--- src/rtl/ohlcv_pkg.sv ---
// Shared widths, payload types and queue sizing for the candle aggregator.
package ohlcv_pkg;

  localparam int TIME_W  = 40;
  localparam int PRICE_W = 48;
  localparam int QTY_W   = 48;
  localparam int VOL_W   = 64;
  localparam int CNT_W   = 32;
  localparam int INTV_W  = 17;

  localparam logic [INTV_W-1:0] INTV_RESET = INTV_W'(60);

  localparam int DIV_BITS  = 2;
  localparam int DIV_STEPS = TIME_W / DIV_BITS;
  localparam int STEP_W    = $clog2(DIV_STEPS);

  localparam int QUEUE_DEPTH = 2;
  localparam int QPTR_W      = $clog2(QUEUE_DEPTH);
  localparam int QCNT_W      = $clog2(QUEUE_DEPTH + 1);

  typedef struct packed {
    logic [TIME_W-1:0]  trade_time;
    logic [PRICE_W-1:0] trade_price;
    logic [QTY_W-1:0]   quote_quantity;
    logic               is_sell;
  } trade_t;

  typedef struct packed {
    logic [TIME_W-1:0]  open_time;
    logic [TIME_W-1:0]  close_time;
    logic [PRICE_W-1:0] open_price;
    logic [PRICE_W-1:0] high_price;
    logic [PRICE_W-1:0] low_price;
    logic [PRICE_W-1:0] close_price;
    logic [VOL_W-1:0]   buy_volume;
    logic [VOL_W-1:0]   sell_volume;
    logic [CNT_W-1:0]   buy_count;
    logic [CNT_W-1:0]   sell_count;
  } candle_t;

  typedef struct packed {
    trade_t             trade;
    logic [TIME_W-1:0]  bucket_end;
    logic [INTV_W-1:0]  interval;
  } job_t;

endpackage

--- src/rtl/ohlcv_front.sv ---
// Front end: accepts a request and computes its bucket end with a radix-4 remainder unit.
module ohlcv_front
  import ohlcv_pkg::*;
(
  input  logic              clk,
  input  logic              rst_n,
  input  logic              in_valid,
  output logic              in_ready,
  input  trade_t            in_trade,
  input  logic [INTV_W-1:0] interval,
  output logic              push_valid,
  input  logic              push_ready,
  output job_t              push_job
);

  localparam logic [1:0] S_IDLE = 2'd0;
  localparam logic [1:0] S_DIV  = 2'd1;
  localparam logic [1:0] S_PUSH = 2'd2;

  logic [1:0]        state_r, state_nxt;
  trade_t            trade_r;
  logic [TIME_W-1:0] tsh_r, tsh_nxt;
  logic [INTV_W-1:0] rem_r, rem_nxt;
  logic [INTV_W-1:0] iv_r;
  logic [STEP_W-1:0] step_r;
  logic [INTV_W:0]   trial;
  logic [TIME_W:0]   end_sum;
  logic [INTV_W-1:0] iv_gap;

  assign in_ready = (state_r == S_IDLE);

  always_comb begin
    rem_nxt = rem_r;
    tsh_nxt = tsh_r;
    trial   = '0;
    for (int i = 0; i < DIV_BITS; i++) begin
      trial   = {rem_nxt, tsh_nxt[TIME_W-1]};
      tsh_nxt = {tsh_nxt[TIME_W-2:0], 1'b0};
      if (trial >= {1'b0, iv_r}) begin
        trial = trial - {1'b0, iv_r};
      end
      rem_nxt = trial[INTV_W-1:0];
    end
  end

  assign iv_gap  = iv_r - rem_r;
  assign end_sum = {1'b0, trade_r.trade_time} + (TIME_W + 1)'(iv_gap);

  assign push_valid          = (state_r == S_PUSH);
  assign push_job.trade      = trade_r;
  assign push_job.bucket_end = end_sum[TIME_W] ? {TIME_W{1'b1}} : end_sum[TIME_W-1:0];
  assign push_job.interval   = iv_r;

  always_comb begin
    state_nxt = state_r;
    case (state_r)
      S_IDLE: begin
        if (in_valid) begin
          state_nxt = S_DIV;
        end
      end
      S_DIV: begin
        if (step_r == STEP_W'(DIV_STEPS - 1)) begin
          state_nxt = S_PUSH;
        end
      end
      S_PUSH: begin
        if (push_ready) begin
          state_nxt = S_IDLE;
        end
      end
      default: state_nxt = S_IDLE;
    endcase
  end

  always_ff @(posedge clk) begin
    if (!rst_n) begin
      state_r <= S_IDLE;
    end else begin
      state_r <= state_nxt;
    end
  end

  always_ff @(posedge clk) begin
    if (state_r == S_IDLE && in_valid) begin
      trade_r <= in_trade;
      tsh_r   <= in_trade.trade_time;
      rem_r   <= '0;
      step_r  <= '0;
      iv_r    <= (interval == '0) ? INTV_W'(1) : interval;
    end else if (state_r == S_DIV) begin
      tsh_r  <= tsh_nxt;
      rem_r  <= rem_nxt;
      step_r <= step_r + STEP_W'(1);
    end
  end

endmodule

--- src/rtl/ohlcv_queue.sv ---
// Short request queue between the front end and the candle update stage.
module ohlcv_queue
  import ohlcv_pkg::*;
(
  input  logic clk,
  input  logic rst_n,
  input  logic push_valid,
  output logic push_ready,
  input  job_t push_job,
  output logic pop_valid,
  input  logic pop_ready,
  output job_t pop_job
);

  job_t              slots_r [QUEUE_DEPTH];
  logic [QPTR_W-1:0] wr_ptr_r, rd_ptr_r;
  logic [QCNT_W-1:0] count_r;
  logic              do_push, do_pop;

  assign push_ready = (count_r != QCNT_W'(QUEUE_DEPTH));
  assign pop_valid  = (count_r != '0);
  assign pop_job    = slots_r[rd_ptr_r];
  assign do_push    = push_valid && push_ready;
  assign do_pop     = pop_valid && pop_ready;

  always_ff @(posedge clk) begin
    if (!rst_n) begin
      wr_ptr_r <= '0;
      rd_ptr_r <= '0;
      count_r  <= '0;
    end else begin
      if (do_push) begin
        wr_ptr_r <= (wr_ptr_r == QPTR_W'(QUEUE_DEPTH - 1)) ? '0 : wr_ptr_r + QPTR_W'(1);
      end
      if (do_pop) begin
        rd_ptr_r <= (rd_ptr_r == QPTR_W'(QUEUE_DEPTH - 1)) ? '0 : rd_ptr_r + QPTR_W'(1);
      end
      if (do_push && !do_pop) begin
        count_r <= count_r + QCNT_W'(1);
      end else if (do_pop && !do_push) begin
        count_r <= count_r - QCNT_W'(1);
      end
    end
  end

  always_ff @(posedge clk) begin
    if (do_push) begin
      slots_r[wr_ptr_r] <= push_job;
    end
  end

endmodule

--- src/rtl/ohlcv_back.sv ---
// Back end: applies each request to the open candle and registers finished candles.
module ohlcv_back
  import ohlcv_pkg::*;
(
  input  logic    clk,
  input  logic    rst_n,
  input  logic    pop_valid,
  output logic    pop_ready,
  input  job_t    pop_job,
  output logic    out_valid,
  input  logic    out_ready,
  output candle_t out_candle
);

  logic               started_r;
  logic [TIME_W-1:0]  start_r, end_r;
  logic [PRICE_W-1:0] first_r, max_r, min_r, last_r;
  logic [VOL_W-1:0]   buy_sum_r, sell_sum_r;
  logic [CNT_W-1:0]   buy_cnt_r, sell_cnt_r;
  logic               out_valid_r;
  candle_t            out_r;

  logic               emit, opening, fire;
  trade_t             tr;
  logic [VOL_W:0]     buy_add, sell_add;
  logic [VOL_W-1:0]   qty_ext;

  assign tr        = pop_job.trade;
  assign emit      = started_r && (tr.trade_time > end_r);
  assign opening   = !started_r || emit;
  assign pop_ready = !emit || !out_valid_r || out_ready;
  assign fire      = pop_valid && pop_ready;

  assign qty_ext  = VOL_W'(tr.quote_quantity);
  assign buy_add  = {1'b0, buy_sum_r} + {1'b0, qty_ext};
  assign sell_add = {1'b0, sell_sum_r} + {1'b0, qty_ext};

  assign out_valid  = out_valid_r;
  assign out_candle = out_r;

  always_ff @(posedge clk) begin
    if (!rst_n) begin
      started_r   <= 1'b0;
      out_valid_r <= 1'b0;
    end else begin
      if (fire) begin
        started_r <= 1'b1;
      end
      if (fire && emit) begin
        out_valid_r <= 1'b1;
      end else if (out_ready) begin
        out_valid_r <= 1'b0;
      end
    end
  end

  always_ff @(posedge clk) begin
    if (fire && emit) begin
      out_r.open_time   <= start_r;
      out_r.close_time  <= end_r;
      out_r.open_price  <= first_r;
      out_r.high_price  <= max_r;
      out_r.low_price   <= min_r;
      out_r.close_price <= last_r;
      out_r.buy_volume  <= buy_sum_r;
      out_r.sell_volume <= sell_sum_r;
      out_r.buy_count   <= buy_cnt_r;
      out_r.sell_count  <= sell_cnt_r;
    end
    if (fire) begin
      last_r <= tr.trade_price;
      if (opening) begin
        start_r    <= emit ? end_r : pop_job.bucket_end - TIME_W'(pop_job.interval);
        end_r      <= pop_job.bucket_end;
        first_r    <= tr.trade_price;
        max_r      <= tr.trade_price;
        min_r      <= tr.trade_price;
        buy_sum_r  <= tr.is_sell ? '0 : qty_ext;
        sell_sum_r <= tr.is_sell ? qty_ext : '0;
        buy_cnt_r  <= tr.is_sell ? '0 : CNT_W'(1);
        sell_cnt_r <= tr.is_sell ? CNT_W'(1) : '0;
      end else begin
        if (tr.trade_price > max_r) begin
          max_r <= tr.trade_price;
        end
        if (tr.trade_price < min_r) begin
          min_r <= tr.trade_price;
        end
        if (tr.is_sell) begin
          sell_sum_r <= sell_add[VOL_W] ? {VOL_W{1'b1}} : sell_add[VOL_W-1:0];
          if (sell_cnt_r != {CNT_W{1'b1}}) begin
            sell_cnt_r <= sell_cnt_r + CNT_W'(1);
          end
        end else begin
          buy_sum_r <= buy_add[VOL_W] ? {VOL_W{1'b1}} : buy_add[VOL_W-1:0];
          if (buy_cnt_r != {CNT_W{1'b1}}) begin
            buy_cnt_r <= buy_cnt_r + CNT_W'(1);
          end
        end
      end
    end
  end

endmodule

--- src/rtl/trade_ohlcv_candle_aggregator_unit.sv ---
// Top level of the trade OHLCV candle aggregator.
// In the front end each trade request is accepted, the radix-4 remainder unit reduces
// the 40-bit trade time by the interval, and the bucket end is formed and pushed into
// a two-entry queue. The update stage holds a finished candle in an output register
// and drains the queue at one request per cycle unless a closing trade finds it full,
// so a stalled result side backs up through the queue before the input stalls. Candles
// are emitted only when a later trade closes them; the candle open at the end is kept.
// The interval register resets to 60 and is written through the cfg port.
module trade_ohlcv_candle_aggregator_unit
  import ohlcv_pkg::*;
(
  input  logic              clk,
  input  logic              rst_n,
  input  logic              in_valid,
  output logic              in_ready,
  input  trade_t            in_trade,
  output logic              out_valid,
  input  logic              out_ready,
  output candle_t           out_candle,
  input  logic              cfg_valid,
  output logic              cfg_ready,
  input  logic [INTV_W-1:0] cfg_interval_seconds
);

  logic [INTV_W-1:0] interval_r;
  logic              push_valid, push_ready, pop_valid, pop_ready;
  job_t              push_job, pop_job;

  assign cfg_ready = 1'b1;

  always_ff @(posedge clk) begin
    if (!rst_n) begin
      interval_r <= INTV_RESET;
    end else if (cfg_valid) begin
      interval_r <= cfg_interval_seconds;
    end
  end

  ohlcv_front u_front (
    .clk        (clk),
    .rst_n      (rst_n),
    .in_valid   (in_valid),
    .in_ready   (in_ready),
    .in_trade   (in_trade),
    .interval   (interval_r),
    .push_valid (push_valid),
    .push_ready (push_ready),
    .push_job   (push_job)
  );

  ohlcv_queue u_queue (
    .clk        (clk),
    .rst_n      (rst_n),
    .push_valid (push_valid),
    .push_ready (push_ready),
    .push_job   (push_job),
    .pop_valid  (pop_valid),
    .pop_ready  (pop_ready),
    .pop_job    (pop_job)
  );

  ohlcv_back u_back (
    .clk        (clk),
    .rst_n      (rst_n),
    .pop_valid  (pop_valid),
    .pop_ready  (pop_ready),
    .pop_job    (pop_job),
    .out_valid  (out_valid),
    .out_ready  (out_ready),
    .out_candle (out_candle)
  );

endmodule

--- config.mk ---
export PLATFORM = sky130hd
export DESIGN_NAME = trade_ohlcv_candle_aggregator_unit
export DESIGN_NICKNAME = d
export VERILOG_FILES = /design/src/rtl/ohlcv_pkg.sv /design/src/rtl/ohlcv_front.sv /design/src/rtl/ohlcv_queue.sv /design/src/rtl/ohlcv_back.sv /design/src/rtl/trade_ohlcv_candle_aggregator_unit.sv
export SDC_FILE = /design/constraint.sdc
export NUM_CORES = 2
export LEC_CHECK = 0
export BUFFER_PORTS_ARGS = -buffer_cell sky130_fd_sc_hd__buf_4
export CORE_MARGIN = 8
export CORE_UTILIZATION = 60
export CTS_BUF_LIST = sky130_fd_sc_hd__clkbuf_4 sky130_fd_sc_hd__clkbuf_8
export DETAILED_ROUTE_END_ITERATION = 16
export GPL_TIMING_DRIVEN = 0
export PLACE_DENSITY = 0.8
export SLEW_MARGIN = 40
export SYNTH_ARGS = -nofsm -noshare
export SYNTH_HDL_FRONTEND = slang
export SYNTH_HIERARCHICAL = 1
export SYNTH_SLANG_ARGS = --single-unit
--- constraint.sdc ---
create_clock -name clk -period 27.1 [get_ports clk]
set_clock_uncertainty 0.15 [all_clocks]
set_input_delay 1.355 -clock clk [delete_from_list [all_inputs] [get_ports clk]]
set_output_delay 1.355 -clock clk [all_outputs]
set_load 0.005 [all_outputs]
==> impl_metrics.tcl <==
set metrics [dict create \
    cts_tree "done" \
    pwr-share-clk_pct 20.6 \
    grt_use_total_pct 28.53 \
    dpl.cell_count 6931 \
    seq_power_share_pct 39.8 \
    worst-r2r-cell-count 22 \
    remaining_drc_errors 0 \
    vias_per_cell 5.974 \
    synth.area.top_cells "edfxtp_1, ha_1, mux2_4" \
    maxSlewViolCount 0 \
    port_buffers 623 \
    setup-tns-final_ns 0 \
    die_area_um2 126400 \
    outcome "complete, no violations" \
    rows 124 \
    synth_area_um2 69150 \
    yosys_warnings 6 \
    gp_congestion 0.9487 \
    ys_types 99 \
    worstPathRequired_ns 27.54 \
    start_util_pct 60.47 \
    finalSetupViolCount 0 \
    switching_share_pct 36.92 \
    placed_cell_area_um2 77170 \
    ant_nets 0 \
    post-route-util_pct 71.75 \
    path_max_fanout 23 \
    yosysSeqAreaShare_pct 66.97 \
    ios 626 \
    ys_seq_elements 1558 \
    finalHoldWorstSlack_ns 0.2630 \
    postSynthCellCount 4728 \
    overflow 0 \
    power.leakage_nw 31.47 \
    synth_edf_count 1510 \
    synth_nets 5213 \
    synth_top_area_cell "edfxtp_1" \
    vias 44141 \
    cts.sinks 1558 \
    crit_path_end_kind "flop" \
    combinationalPowerShare_pct 39.6 \
    finalPower_mw 9.449 \
    hp-class "reg2reg" \
    core_um2 114300 \
    hold_path_depth 0 \
    tightest_slew_ns 0.9468 \
    grt_pass1_vias 43974 \
    cts_made_buffers 239 \
    ys_async_sr_fraction_pct 0 \
    ctsHtreeMaxLevel 4 \
    switchingPower_mw 3.488 \
    wl_per_cell_um 25.22 \
    arrival_ns 7.45 \
    die_y_um 355.5 \
    rsz0062_at_grt "no" \
    clk_pin_slew_ns 0.06 \
    synth_most_common_cell "edfxtp_1" \
    period_share_pct 25.87 \
    ys.flop_type "edfxtp_1" \
    slew_headroom_pct 36.88 \
    maxCapViolations 0 \
    root_buffer "clkbuf_8" \
    criticalPathCategory "reg2reg" \
    dp_hpwl_um 140500 \
    die_x_um 355.5 \
    synth_commonest_cells "edfxtp_1, ha_1, a21oi_1" \
    fin_ws_ns 20.09 \
    period_minus_slack_ns 7.012 \
    grt_pass1_wl_um 273100 \
    drt-total-wl_um 186300 \
    fin_nets 6145 \
    cts_resized 0 \
    vdd_drop_max_mv 0.05373 \
    post-cts-setup-buffers 0 \
    clock_latency_ns 0.93 \
    drive_gt1_share_pct 25.20 \
    grt_start_max_net_pins 75 \
    drtPass1Iterations 5 \
    area_growth_pct 18.65 \
    final_cells 7389 \
    antenna_found_initial 8 \
    timing.final.hold_violations 0 \
    syn_area_per_cell_um2 14.62 \
    synth_top_area_share_pct 65.58 \
    p_per_area_nw_per_um2 115.2 \
    cts-hold-fix-buffers 0 \
    max_freq_ghz 0.1426 \
    dr.first_iter.drc_count 4251 \
    p_int_mw 5.960 \
    cp-start-kind "flop" \
    cts_max_path_buffers 3 \
    place_ws_ns 20.05 \
    fin_area_um2 82040 \
]
[worst max-delay path: stages, from the launching register on]
cell and delay [ns]:
dfxtp_1 0.32, buf_6 0.14, buf_6 0.25, buf_6 0.23, mux2_4 0.34, ha_1 0.31, and3_1 0.20, a221o_1 0.37
a221oi_1 0.67, o31ai_1 0.17, o21ai_1 0.20, o211ai_1 0.25, nand3_1 0.44, or2_2 0.21, nand2_2 0.39, nor2_4 0.56
buf_8 0.23, buf_8 0.20, buf_8 0.22, buf_16 0.19, buf_16 0.18, buf_8 0.21, buf_16 0.19
[cell families (layout without fill, tap and decap cells)]
family	Yosys count	count (layout)	synth area share (%)
adder cells (fa/ha/maj)	326	326	5.975
multiplexers	273	273	5.255
AND/OR/NAND/NOR	1020	1020	7.452
AO/OA/AOI/OAI	915	915	8.702
flip-flops	1558	1558	66.97
other	1	10	0.005423
buffers and inverters	389	1529	2.528
XOR/XNOR	246	246	3.116
[placed cells by master, fill, tap and decap left out, types with 48 or more instances in the layout]
cell type  netlist  final
nand4_1         76     76
a21oi_1        273    268
clkbuf_1        82     73
o21ai_0        154    153
a21o_1         113    113
dfxtp_1         48     48
nor2_1         265    261
inv_1          238    236
clkinv_1         0     71
mux2_2          76     76
clkbuf_8         0    243
edfxtp_1      1510   1510
ha_1           319    319
nand2_1        246    245
and3_1          64     63
nand3_1         64     64
clkbuf_4         0     73
mux2_4         161    161
nor2b_1         55     55
xor2_1         102    102
buf_4            1    626
xnor2_1        144    144
[flip-flops by register name, summed over array words and instances, names as in the netlist, 32 cells and up, named ones only]
register,cells
u_back/sell_cnt_r,32
u_back/out_candle,464
u_back/buy_sum_r,64
u_back/end_r,40
u_front/tsh_r,40
u_queue/slots_r,388
u_back/start_r,40
u_back/max_r,48
u_front/push_job,137
u_back/first_r,48
u_back/last_r,48
u_back/sell_sum_r,64
u_back/buy_cnt_r,32
u_back/min_r,48
[layer usage]
layer / global-route usage, % / part of all wire (%) / wire length (µm)
met1: 38.80 / 41 / 76010
met2: 45.22 / 46 / 86340
met5: 0 / 0 / 0
met3: 5.793 / 8.7 / 16260
met4: 11.66 / 4.1 / 7717
[layout make-up]
class / instances / area [µm²]
clock buffer: 314 / 3877
antenna: 9 / 22.52
multi-input combinational: 2781 / 21190
fill: 7202 / 32310
tap: 1512 / 1892
sequential: 1558 / 46300
buffer: 151 / 873.3
inverter: 238 / 903.4
clock inverter: 135 / 960.9
timing repair buffer: 691 / 6016
[worst paths after layout]
check / slack, ns / endpoint / startpoint
worst max-delay path: 20.09 / u_back/out_candle[143] / flop
worst min-delay path: 0.26 / u_back/out_candle[373] / u_back/first_r[37]
worst max register to register: 20.09 / u_back/out_candle[143] / flop
worst min register to register: 0.26 / u_back/out_candle[373] / u_back/first_r[37]
[power groups by stage]
stage / logic [mW] / clock network [mW] / registers, mW
final: 3.74 / 1.95 / 3.76
after global routing: 4.04 / 2.08 / 3.80
after CTS: 3.68 / 1.98 / 3.76
after detailed placement: 3.65 / 0 / 3.80
after global placement: 3.37 / 0 / 4.00
after floorplan: 2.46 / 0 / 3.79
(Power assumes the default switching activity.)
